$ cat src/design/ilt_pkg.sv
// Shared package of the INI line tokenizer: character codes, token and event codes,
// and the struct that carries one input word between the input stage and the parser.
// No dependencies.
`default_nettype none

package ilt_pkg;

  localparam logic [7:0] CharLBracket = 8'h5B;
  localparam logic [7:0] CharRBracket = 8'h5D;
  localparam logic [7:0] CharEquals   = 8'h3D;
  localparam logic [7:0] CharComma    = 8'h2C;
  localparam logic [7:0] CharSQuote   = 8'h27;
  localparam logic [7:0] CharDQuote   = 8'h22;
  localparam logic [7:0] CharNewline  = 8'h0A;
  localparam logic [7:0] CharTab      = 8'h09;
  localparam logic [7:0] CharSpace    = 8'h20;
  localparam logic [7:0] CharNul      = 8'h00;

  typedef enum logic [1:0] {
    KindNone    = 2'd0,
    KindSection = 2'd1,
    KindKey     = 2'd2,
    KindValue   = 2'd3
  } token_kind_e;

  typedef enum logic [2:0] {
    EvNone    = 3'd0,
    EvSection = 3'd1,
    EvKey     = 3'd2,
    EvSep     = 3'd3,
    EvValue   = 3'd4,
    EvError   = 3'd5
  } event_e;

  typedef struct packed {
    logic [7:0] char_in;
    logic       line_start;
    logic       section_line;
  } item_t;

endpackage

`default_nettype wire

$ cat src/design/ilt_in_stage.sv
// Input register stage of the INI line tokenizer.
// Holds one accepted word until the parser takes it; depends on ilt_pkg.
`default_nettype none

module ilt_in_stage (
  input  wire logic          clk_i,
  input  wire logic          rst_ni,
  input  wire logic          in_valid_i,
  output logic               in_ready_o,
  input  wire ilt_pkg::item_t in_item_i,
  output logic               item_valid_o,
  input  wire logic          item_ready_i,
  output ilt_pkg::item_t     item_o
);

  logic           valid_q;
  ilt_pkg::item_t item_q;

  assign in_ready_o   = !valid_q || item_ready_i;
  assign item_valid_o = valid_q;
  assign item_o       = item_q;

  always_ff @(posedge clk_i or negedge rst_ni) begin
    if (!rst_ni) begin
      valid_q <= 1'b0;
    end else if (in_ready_o) begin
      valid_q <= in_valid_i;
    end
  end

  always_ff @(posedge clk_i) begin
    if (in_ready_o && in_valid_i) begin
      item_q <= in_item_i;
    end
  end

endmodule

`default_nettype wire

$ cat src/design/ilt_parser.sv
// Line parse state machine and result register of the INI line tokenizer.
// Decodes one word per cycle against the parse state while the result register is free or read; depends on ilt_pkg.
`default_nettype none

module ilt_parser (
  input  wire logic           clk_i,
  input  wire logic           rst_ni,
  input  wire logic           item_valid_i,
  output logic                item_ready_o,
  input  wire ilt_pkg::item_t item_i,
  output logic                out_valid_o,
  input  wire logic           out_ready_i,
  output logic [1:0]          token_kind_o,
  output logic [7:0]          token_byte_o,
  output logic [2:0]          event_res_o,
  output logic                line_done_o,
  output logic                error_flag_o
);

  typedef enum logic [3:0] {
    StDone     = 4'd0,
    StSecHead  = 4'd2,
    StSecStart = 4'd3,
    StSecName  = 4'd4,
    StKeyStart = 4'd5,
    StKey      = 4'd6,
    StVal      = 4'd7,
    StValSq    = 4'd8,
    StValDq    = 4'd9
  } state_e;

  state_e               state_q, state_d, cur_state;
  logic                 err_q, err_d;
  logic                 out_valid_q;
  ilt_pkg::token_kind_e kind_q, kind_d;
  logic [7:0]           byte_q, byte_d;
  ilt_pkg::event_e      ev_q, ev_d;
  logic                 done_q;
  logic [7:0]           c;
  logic                 eol, blank, fail, fire;

  assign item_ready_o = !out_valid_q || out_ready_i;
  assign fire         = item_valid_i && item_ready_o;
  assign c            = item_i.char_in;
  assign eol          = (c == ilt_pkg::CharNul) || (c == ilt_pkg::CharNewline);
  assign blank        = (c == ilt_pkg::CharSpace) || (c == ilt_pkg::CharTab);

  always_comb begin
    cur_state = item_i.line_start ? (item_i.section_line ? StSecHead : StKeyStart) : state_q;
    err_d     = item_i.line_start ? 1'b0 : err_q;
    state_d   = cur_state;
    kind_d    = ilt_pkg::KindNone;
    byte_d    = 8'd0;
    ev_d      = ilt_pkg::EvNone;
    fail      = 1'b0;
    case (cur_state)
      StSecHead: begin
        if (c == ilt_pkg::CharLBracket) begin
          state_d = StSecHead;
        end else if (c == ilt_pkg::CharRBracket || eol) begin
          fail = 1'b1;
        end else if (blank) begin
          state_d = StSecStart;
        end else begin
          state_d = StSecName;
          kind_d  = ilt_pkg::KindSection;
          byte_d  = c;
        end
      end
      StSecStart: begin
        if (blank) begin
          state_d = StSecStart;
        end else if (c == ilt_pkg::CharRBracket || eol) begin
          fail = 1'b1;
        end else begin
          state_d = StSecName;
          kind_d  = ilt_pkg::KindSection;
          byte_d  = c;
        end
      end
      StSecName: begin
        if (blank) begin
          state_d = StSecName;
        end else if (c == ilt_pkg::CharRBracket) begin
          state_d = StDone;
          err_d   = 1'b0;
          ev_d    = ilt_pkg::EvSection;
        end else if (eol) begin
          fail = 1'b1;
        end else begin
          kind_d = ilt_pkg::KindSection;
          byte_d = c;
        end
      end
      StKeyStart: begin
        if (blank) begin
          state_d = StKeyStart;
        end else if (c == ilt_pkg::CharRBracket || c == ilt_pkg::CharEquals || eol) begin
          fail = 1'b1;
        end else begin
          state_d = StKey;
          kind_d  = ilt_pkg::KindKey;
          byte_d  = c;
        end
      end
      StKey: begin
        if (blank) begin
          state_d = StKey;
        end else if (c == ilt_pkg::CharEquals) begin
          state_d = StVal;
          ev_d    = ilt_pkg::EvKey;
        end else if (eol) begin
          fail = 1'b1;
        end else begin
          kind_d = ilt_pkg::KindKey;
          byte_d = c;
        end
      end
      StVal: begin
        if (c == ilt_pkg::CharSQuote) begin
          state_d = StValSq;
        end else if (c == ilt_pkg::CharDQuote) begin
          state_d = StValDq;
        end else if (eol) begin
          state_d = StDone;
          err_d   = 1'b0;
          ev_d    = ilt_pkg::EvValue;
        end else if (c == ilt_pkg::CharEquals || blank) begin
          state_d = StVal;
        end else if (c == ilt_pkg::CharComma) begin
          ev_d = ilt_pkg::EvSep;
        end else begin
          kind_d = ilt_pkg::KindValue;
          byte_d = c;
        end
      end
      StValSq, StValDq: begin
        if (eol || (cur_state == StValSq && c == ilt_pkg::CharSQuote) ||
            (cur_state == StValDq && c == ilt_pkg::CharDQuote)) begin
          state_d = StDone;
          ev_d    = ilt_pkg::EvValue;
        end else begin
          kind_d = ilt_pkg::KindValue;
          byte_d = c;
        end
      end
      default: begin
        state_d = StDone;
      end
    endcase
    if (fail) begin
      state_d = StDone;
      err_d   = 1'b1;
      ev_d    = ilt_pkg::EvError;
    end
  end

  always_ff @(posedge clk_i or negedge rst_ni) begin
    if (!rst_ni) begin
      state_q     <= StDone;
      err_q       <= 1'b0;
      out_valid_q <= 1'b0;
    end else begin
      if (item_ready_o) begin
        out_valid_q <= item_valid_i;
      end
      if (fire) begin
        state_q <= state_d;
        err_q   <= err_d;
      end
    end
  end

  always_ff @(posedge clk_i) begin
    if (fire) begin
      kind_q <= kind_d;
      byte_q <= byte_d;
      ev_q   <= ev_d;
      done_q <= (state_d == StDone);
    end
  end

  assign out_valid_o  = out_valid_q;
  assign token_kind_o = kind_q;
  assign token_byte_o = byte_q;
  assign event_res_o  = ev_q;
  assign line_done_o  = done_q;
  assign error_flag_o = err_q;

endmodule

`default_nettype wire

$ cat src/design/ini_line_tokenizer.sv
// INI line tokenizer: takes one byte of a config line per word and gives one result word per
// byte, at one word per cycle while the result channel is not stalled. A byte passes through
// the input register, then the parse decode that feeds the result register; the parse state
// loop lies within the parser, and backpressure on the result channel reaches both stages.
// Depends on ilt_pkg, ilt_in_stage and ilt_parser.
`default_nettype none

module ini_line_tokenizer (
  input  wire logic       clk_i,
  input  wire logic       rst_ni,
  input  wire logic       in_valid_i,
  output logic            in_ready_o,
  input  wire logic [7:0] char_in_i,
  input  wire logic       line_start_i,
  input  wire logic       section_line_i,
  output logic            out_valid_o,
  input  wire logic       out_ready_i,
  output logic [1:0]      token_kind_o,
  output logic [7:0]      token_byte_o,
  output logic [2:0]      event_res_o,
  output logic            line_done_o,
  output logic            error_flag_o
);

  ilt_pkg::item_t in_item;
  ilt_pkg::item_t stage_item;
  logic           stage_valid;
  logic           stage_ready;

  assign in_item.char_in      = char_in_i;
  assign in_item.line_start   = line_start_i;
  assign in_item.section_line = section_line_i;

  ilt_in_stage u_in_stage (
    .clk_i        (clk_i),
    .rst_ni       (rst_ni),
    .in_valid_i   (in_valid_i),
    .in_ready_o   (in_ready_o),
    .in_item_i    (in_item),
    .item_valid_o (stage_valid),
    .item_ready_i (stage_ready),
    .item_o       (stage_item)
  );

  ilt_parser u_parser (
    .clk_i        (clk_i),
    .rst_ni       (rst_ni),
    .item_valid_i (stage_valid),
    .item_ready_o (stage_ready),
    .item_i       (stage_item),
    .out_valid_o  (out_valid_o),
    .out_ready_i  (out_ready_i),
    .token_kind_o (token_kind_o),
    .token_byte_o (token_byte_o),
    .event_res_o  (event_res_o),
    .line_done_o  (line_done_o),
    .error_flag_o (error_flag_o)
  );

endmodule

`default_nettype wire

$ cat config.mk
export PLATFORM = sky130hd
export DESIGN_NAME = ini_line_tokenizer
export DESIGN_NICKNAME = d
export VERILOG_FILES = /design/src/design/ilt_pkg.sv /design/src/design/ilt_in_stage.sv /design/src/design/ilt_parser.sv /design/src/design/ini_line_tokenizer.sv
export SDC_FILE = /design/constraint.sdc
export NUM_CORES = 1
export LEC_CHECK = 0
export ABC_AREA = 1
export ABC_CLOCK_PERIOD_IN_PS = 3100
export BUFFER_PORTS_ARGS = -buffer_cell sky130_fd_sc_hd__buf_2
export CAP_MARGIN = 20
export CORE_MARGIN = 5
export CORE_UTILIZATION = 45
export DETAILED_ROUTE_END_ITERATION = 8
export PLACE_DENSITY_LB_ADDON = 0.15
export SLEW_MARGIN = 20
export SYNTH_ARGS = -nofsm -noshare
export SYNTH_HDL_FRONTEND = slang
export SYNTH_SLANG_ARGS = --single-unit
$ cat constraint.sdc
create_clock -name clk_i -period 3.1 [get_ports clk_i]
set_input_delay 0.62 -clock clk_i [delete_from_list [all_inputs] [get_ports clk_i]]
set_output_delay 0.62 -clock clk_i [all_outputs]
set_load 0.05 [all_outputs]
# Yosys cells after proc, flatten, opt, wreduce, memory -nomap -nowiden
# Cells that the tools add are included.
# totals
in_bits,14
word_cells,136
ff_bits,31
# op_classes
n_reduce_logical,19
mux,89
n_eq_ne,17
# ops
op,n
8-bit two-way mux,18
4-bit two-way mux,17
8-bit case mux with 7 select lines,1
"8-bit by 6-bit equality test with 1-bit output, second input constant",5
2-bit two-way mux,18
4-bit case mux with 7 select lines,1
3-bit two-way mux,9
1-bit two-way mux,21
"4-bit by 3-bit equality test with 1-bit output, second input constant",4
"8-bit by 4-bit equality test with 1-bit output, second input constant",2
"8-bit by 7-bit equality test with 1-bit output, second input constant",2
2-bit case mux with 7 select lines,1
3-bit case mux with 4 select lines,1
1-bit logical OR,10
"4-bit by 2-bit equality test with 1-bit output, second input constant",2
"4-bit equality test, second input constant",2
8-bit zero test,1
1-bit case mux with 5 select lines,1
1-bit logical AND,4
4-bit zero test,1
1-bit zero test,2
1-bit case mux with 2 select lines,1
2-bit OR reduction,1

# Depth between registers and ports, before layout
# logic_depth
ltp_word,10
mapped_depth,14
depth_no_buf,14

# By module
# From an unflattened synthesis, not the netlist that was laid out.
# hier_totals
hier_cells,244
area_unflattened_um2,1974.4
# by_module_without_submodules
module,area_per_inst_um2,seq_area_each_um2,cells_each,instances
ilt_parser,1629.1,570.5,228,1
ilt_in_stage,345.3,325.3,16,1

# Least setup slack after synthesis
# Ideal clock, no wire load.
# synth_path
path_type,register -> register
startpoint,"reg u_parser.out_valid_q, in the netlist u_parser.out_valid_o"
endpoint,reg u_in_stage.item_q (netlist bit u_in_stage.item_o[0]) (enable)
synth_period_minus_slack_ns,1.841
setup_slack_ns,1.259
t_required_ns,2.815
arrival_ns,1.556
path_stages_with_launch,4
path_cell_list,dfrtp_1 nand3_1 nand2_1 inv_1
# synth_via
elab_chain_cells,4
# synth_rtl
element,line_no,text
"start, declared",ilt_parser.sv:34,logic out_valid_q;
"start signal, assigned",ilt_parser.sv:165,out_valid_q <= item_valid_i;
1-bit zero test,ilt_parser.sv:42,assign item_ready_o = !out_valid_q || out_ready_i;
1-bit logical OR,ilt_parser.sv:42,
1-bit logical OR,ilt_in_stage.sv:19,assign in_ready_o = !valid_q || item_ready_i;
named net in_ready_o,ini_line_tokenizer.sv:12,"output logic in_ready_o,"
1-bit logical AND,ilt_in_stage.sv:32,if (in_ready_o && in_valid_i) begin
"end signal, assigned",ilt_in_stage.sv:33,item_q <= in_item_i;
"end, declared",ilt_in_stage.sv:17,ilt_pkg::item_t item_q;
# The timed path passes the listed nets, and every way through them passes these cells.
# A chain may end at the register's enable or synchronous reset.

# Worst setup path in the final report
# layout_path
startpoint,reg u_in_stage.item_q (netlist bit u_in_stage.item_o[3])
endpoint,"reg u_parser.done_q, in the netlist u_parser.line_done_o, data pin"
# layout_via
elab_chain_cells,10
elab_cells_between_ends,49
cone_classes,eq/ne: 8; mux: 29; reduce/logical: 12
# layout_rtl
element,line_no,text
8-bit by 6-bit equality test with 1-bit output / 8-bit by 4-bit equality test with 1-bit output (equally long branches),ilt_parser.sv:46,assign blank = (c == ilt_pkg::CharSpace) || (c == ilt_pkg::CharTab);
1-bit logical OR,ilt_parser.sv:46,
1-bit logical OR,ilt_parser.sv:128,end else if (c == ilt_pkg::CharEquals || blank) begin
4-bit two-way mux,ilt_parser.sv:128,
4-bit two-way mux,ilt_parser.sv:124,end else if (eol) begin
4-bit two-way mux,ilt_parser.sv:122,end else if (c == ilt_pkg::CharDQuote) begin
4-bit two-way mux,ilt_parser.sv:120,if (c == ilt_pkg::CharSQuote) begin
4-bit case mux with 7 select lines,ilt_parser.sv:56,case (cur_state)
4-bit two-way mux (*),ilt_parser.sv:151,if (fail) begin
4-bit zero test (*),ilt_parser.sv:179,done_q <= (state_d == StDone);
"end signal, assigned",ilt_parser.sv:179,
"end, declared",ilt_parser.sv:38,logic done_q;
# Every way passes the cells marked *; elsewhere a longest branch is shown, timed or not.

==> metrics <==
Final Slew Violations=0; max layer used=met4; Synth area leaders=edfxtp_1 (37%), nand2_1 (11%), dfrtp_1 (9.0%); Cells after Synth=248; setup tns final=0 ns; Starting Density=47.4%; final worst path period share=66.1%; placed cell area=roughly 2100 µm²; endpoints failing setup=0; setup repair after global routing missed its margin=false; sequential share of the synthesized area=46.3%; status=finished, final reports clean; Rel. slew slack=slightly below 60%; Buf/Inv on CP=2; CP top delay family=simple AND/OR/NAND/NOR gates; fin crit period=2.05 ns; worst r2r path cells=12; CP endpoint kind=flop; CTS tree=yes; CTS clk-pin slew, worst paths=approximately 0.06 ns; Mapped Area=1940 µm²; Placed Cells=327; remaining global-route overflow=0; Setup WS pre-CTS=1.06 ns; Crit Path Category=flop to flop; Post-CTS Setup Inserts=0; number of global-route vias before repair=roughly 1600; clock insertion delay at the later pin of the skew report=0.28 ns; cts hold-fix bufs=0; YS warnings=0; Post-DRT Antenna Nets=0; initial antenna violation count=0; pin slew with the least headroom to its limit=~0.63 ns; total CTS buffers=5; DP HPWL=roughly 3.4 mm; WL final=4.27 mm; CP max stage delay=~0.46 ns; DR WL met3=290 µm; Yosys reg bits=31; clk sink count=31; WP data required=3.14 ns; die span in x=75.6 µm; FMAX=488 MHz; Final Hold Fails=0; Stages on worst setup path=12; DR WL/cell=around 13 µm; clock skew=0.00639 ns; CTS resizes=0; area grow syn2layout=15.5%; Critical Path Start Type=flop; Slowest-stage cell, CP=edfxtp_1; CTS Buffer Depth=2; largest net degree at the start of global routing=19; Max-cap violations=0; Ports=31; Leak Pwr=1.11 nW; CP max FO=11; Root Buffer=clkbuf_8; Die Area=~5700 µm²; non-filler cells, final=335; setup ws final=1.05 ns; Hold Crit Class=primary input to asynchronous set/reset pin; Fillers=390; via count=1717; # port buffers=30; Routed met1 length=1.98 mm; share of the synthesized area in the top cell type=37.2%; drc violations=0; most frequent CP cell=nand2_2; antenna fix cells=0; Synth cell types=24; syn_area_per_cell=approximately 8 µm²; Syn Nets=262; Cell Rows=23; CTS H-tree depth=2; Core Region=4090 µm²; Peak supply drop=0.290 mV; worst-path cell chain=inv_2 -> nor2_2 -> nand2_2 -> nand2_2 -> nand2_4 -> nand2_2 -> inv_1 -> nor2_2 -> nor3_4 -> nand2_1 -> nand2_1 -> nor2_1; ratio of cells with drive above 1 in the final layout=23.9%; global-route wire length before repair=7.46 mm; area leader, netlist=edfxtp_1; routability cong.=about 1; # nets final=about 300; DIE HEIGHT=roughly 76 µm; DR WL met2=1.90 mm; final instance area=2240 µm²; gr usage total=17.7%; TritonRoute pass-1 iters=4; Initial DRC Count=177; vias per cell=5.13; Data arrival, critical path=2.09 ns; Power per Cell Area=615 nW/µm²
## layout by cell type (no fill, tap or decap), types with 2 or more instances in the layout
cell	count
a21oi_1	7
a31oi_1	3
buf_2	30
clkbuf_8	5
dfrtp_1	7
edfxtp_1	24
inv_1	28
inv_2	5
nand2_1	59
nand2_2	8
nand2_4	2
nand3_1	19
nand3b_1	4
nand4_1	8
nor2_1	42
nor2_2	10
nor3_1	2
o21ai_0	7
o21ai_1	4
o21ai_2	3
## flip-flops by register name (all words and copies together), names as in the netlist
signal,count
u_parser.out_valid_o,1
u_in_stage.item_o,10
u_parser.error_flag_o,1
u_parser.token_byte_o,8
u_parser.state_q,4
u_parser.token_kind_o,2
u_parser.event_res_o,3
u_in_stage.item_valid_o,1
u_parser.line_done_o,1
## path summary, 6_finish.rpt
kind                                                 startpoint                               end  slack, ns
worst max-delay path             u_in_stage.item_o[3]$_DFFE_PP_    u_parser.line_done_o$_DFFE_PP_       1.05
worst min-delay path                                     rst_ni  u_parser.out_valid_o$_DFFE_PN0P_       0.16
worst max register to register   u_in_stage.item_o[3]$_DFFE_PP_    u_parser.line_done_o$_DFFE_PP_       1.05
worst min register to register  u_parser.state_q[2]$_DFFE_PN0P_   u_parser.state_q[2]$_DFFE_PN0P_       0.50
max in group asynchronous                                rst_ni   u_parser.state_q[2]$_DFFE_PN0P_       2.79
min in group clk_i              u_parser.state_q[2]$_DFFE_PN0P_   u_parser.state_q[2]$_DFFE_PN0P_       0.50
## final cells by class
cell class / count / area, µm² / share of cell area [%]
flip-flops and latches: 31 / 896 / 40.1
multi-input cells: 183 / 896 / 40.1
repair buffers: 30 / 150 / 6.72
inverters: 33 / 124 / 5.54
clock buffers: 5 / 68.8 / 3.08
well taps: 50 / 62.6 / 2.80
clock inverters: 3 / 38.8 / 1.73
## cells in the mapped netlist
library cell and instances:
inv_1 28, nand3_1 19, nand2_2 8, inv_2 5
nand2_1 59, nand4_2 1, nor3_1 2, edfxtp_1 24
buf_12 1, nor2_2 10, o21bai_1 1, o21ai_0 7
o21a_1 1, nand3b_1 4, a21oi_1 7, o21ai_2 3
nor3_4 1, dfrtp_1 7, nor2_1 42, a31oi_1 3
nand4_1 8, o21ai_1 4, nand2_4 2, nand3_4 1
## power by group
part           switching [mW]  internal, mW  total [mW]
Combinational           0.326         0.106       0.432
Clock                   0.147         0.235       0.382
Sequential             0.0308         0.531       0.562
## layer usage
metal / up-vias / track usage [%]
li1: 886 / -
met3: 9 / 3.96
met1: 764 / 24.0
met5: - / 0
met2: 58 / 27.2
met4: 0 / 7.96
## cell families (layout without fill, tap and decap cells)
logic type / count (synthesis) / after routing / synth area share (%)
flip-flops: 31 / 31 / 46.3
buffers and inverters: 34 / 71 / 7.43
AND/OR/NAND/NOR: 157 / 157 / 38.5
AO/OA/AOI/OAI: 26 / 26 / 7.76
## stage by stage
| stage | hold slack (ns) | power, mW | util, % |
|---|---|---|---|
| floorplan | 0.324 | 0.904 | - |
| global placement | 0.458 | 1.00 | 52.1 |
| detailed placement | 0.458 | 1.00 | 52.1 |
| CTS | 0.150 | 1.39 | 54.7 |
| global route | 0.157 | 1.47 | 54.7 |
| finish | 0.158 | 1.38 | 54.7 |
Note: power is estimated with default switching activity, not from simulation.
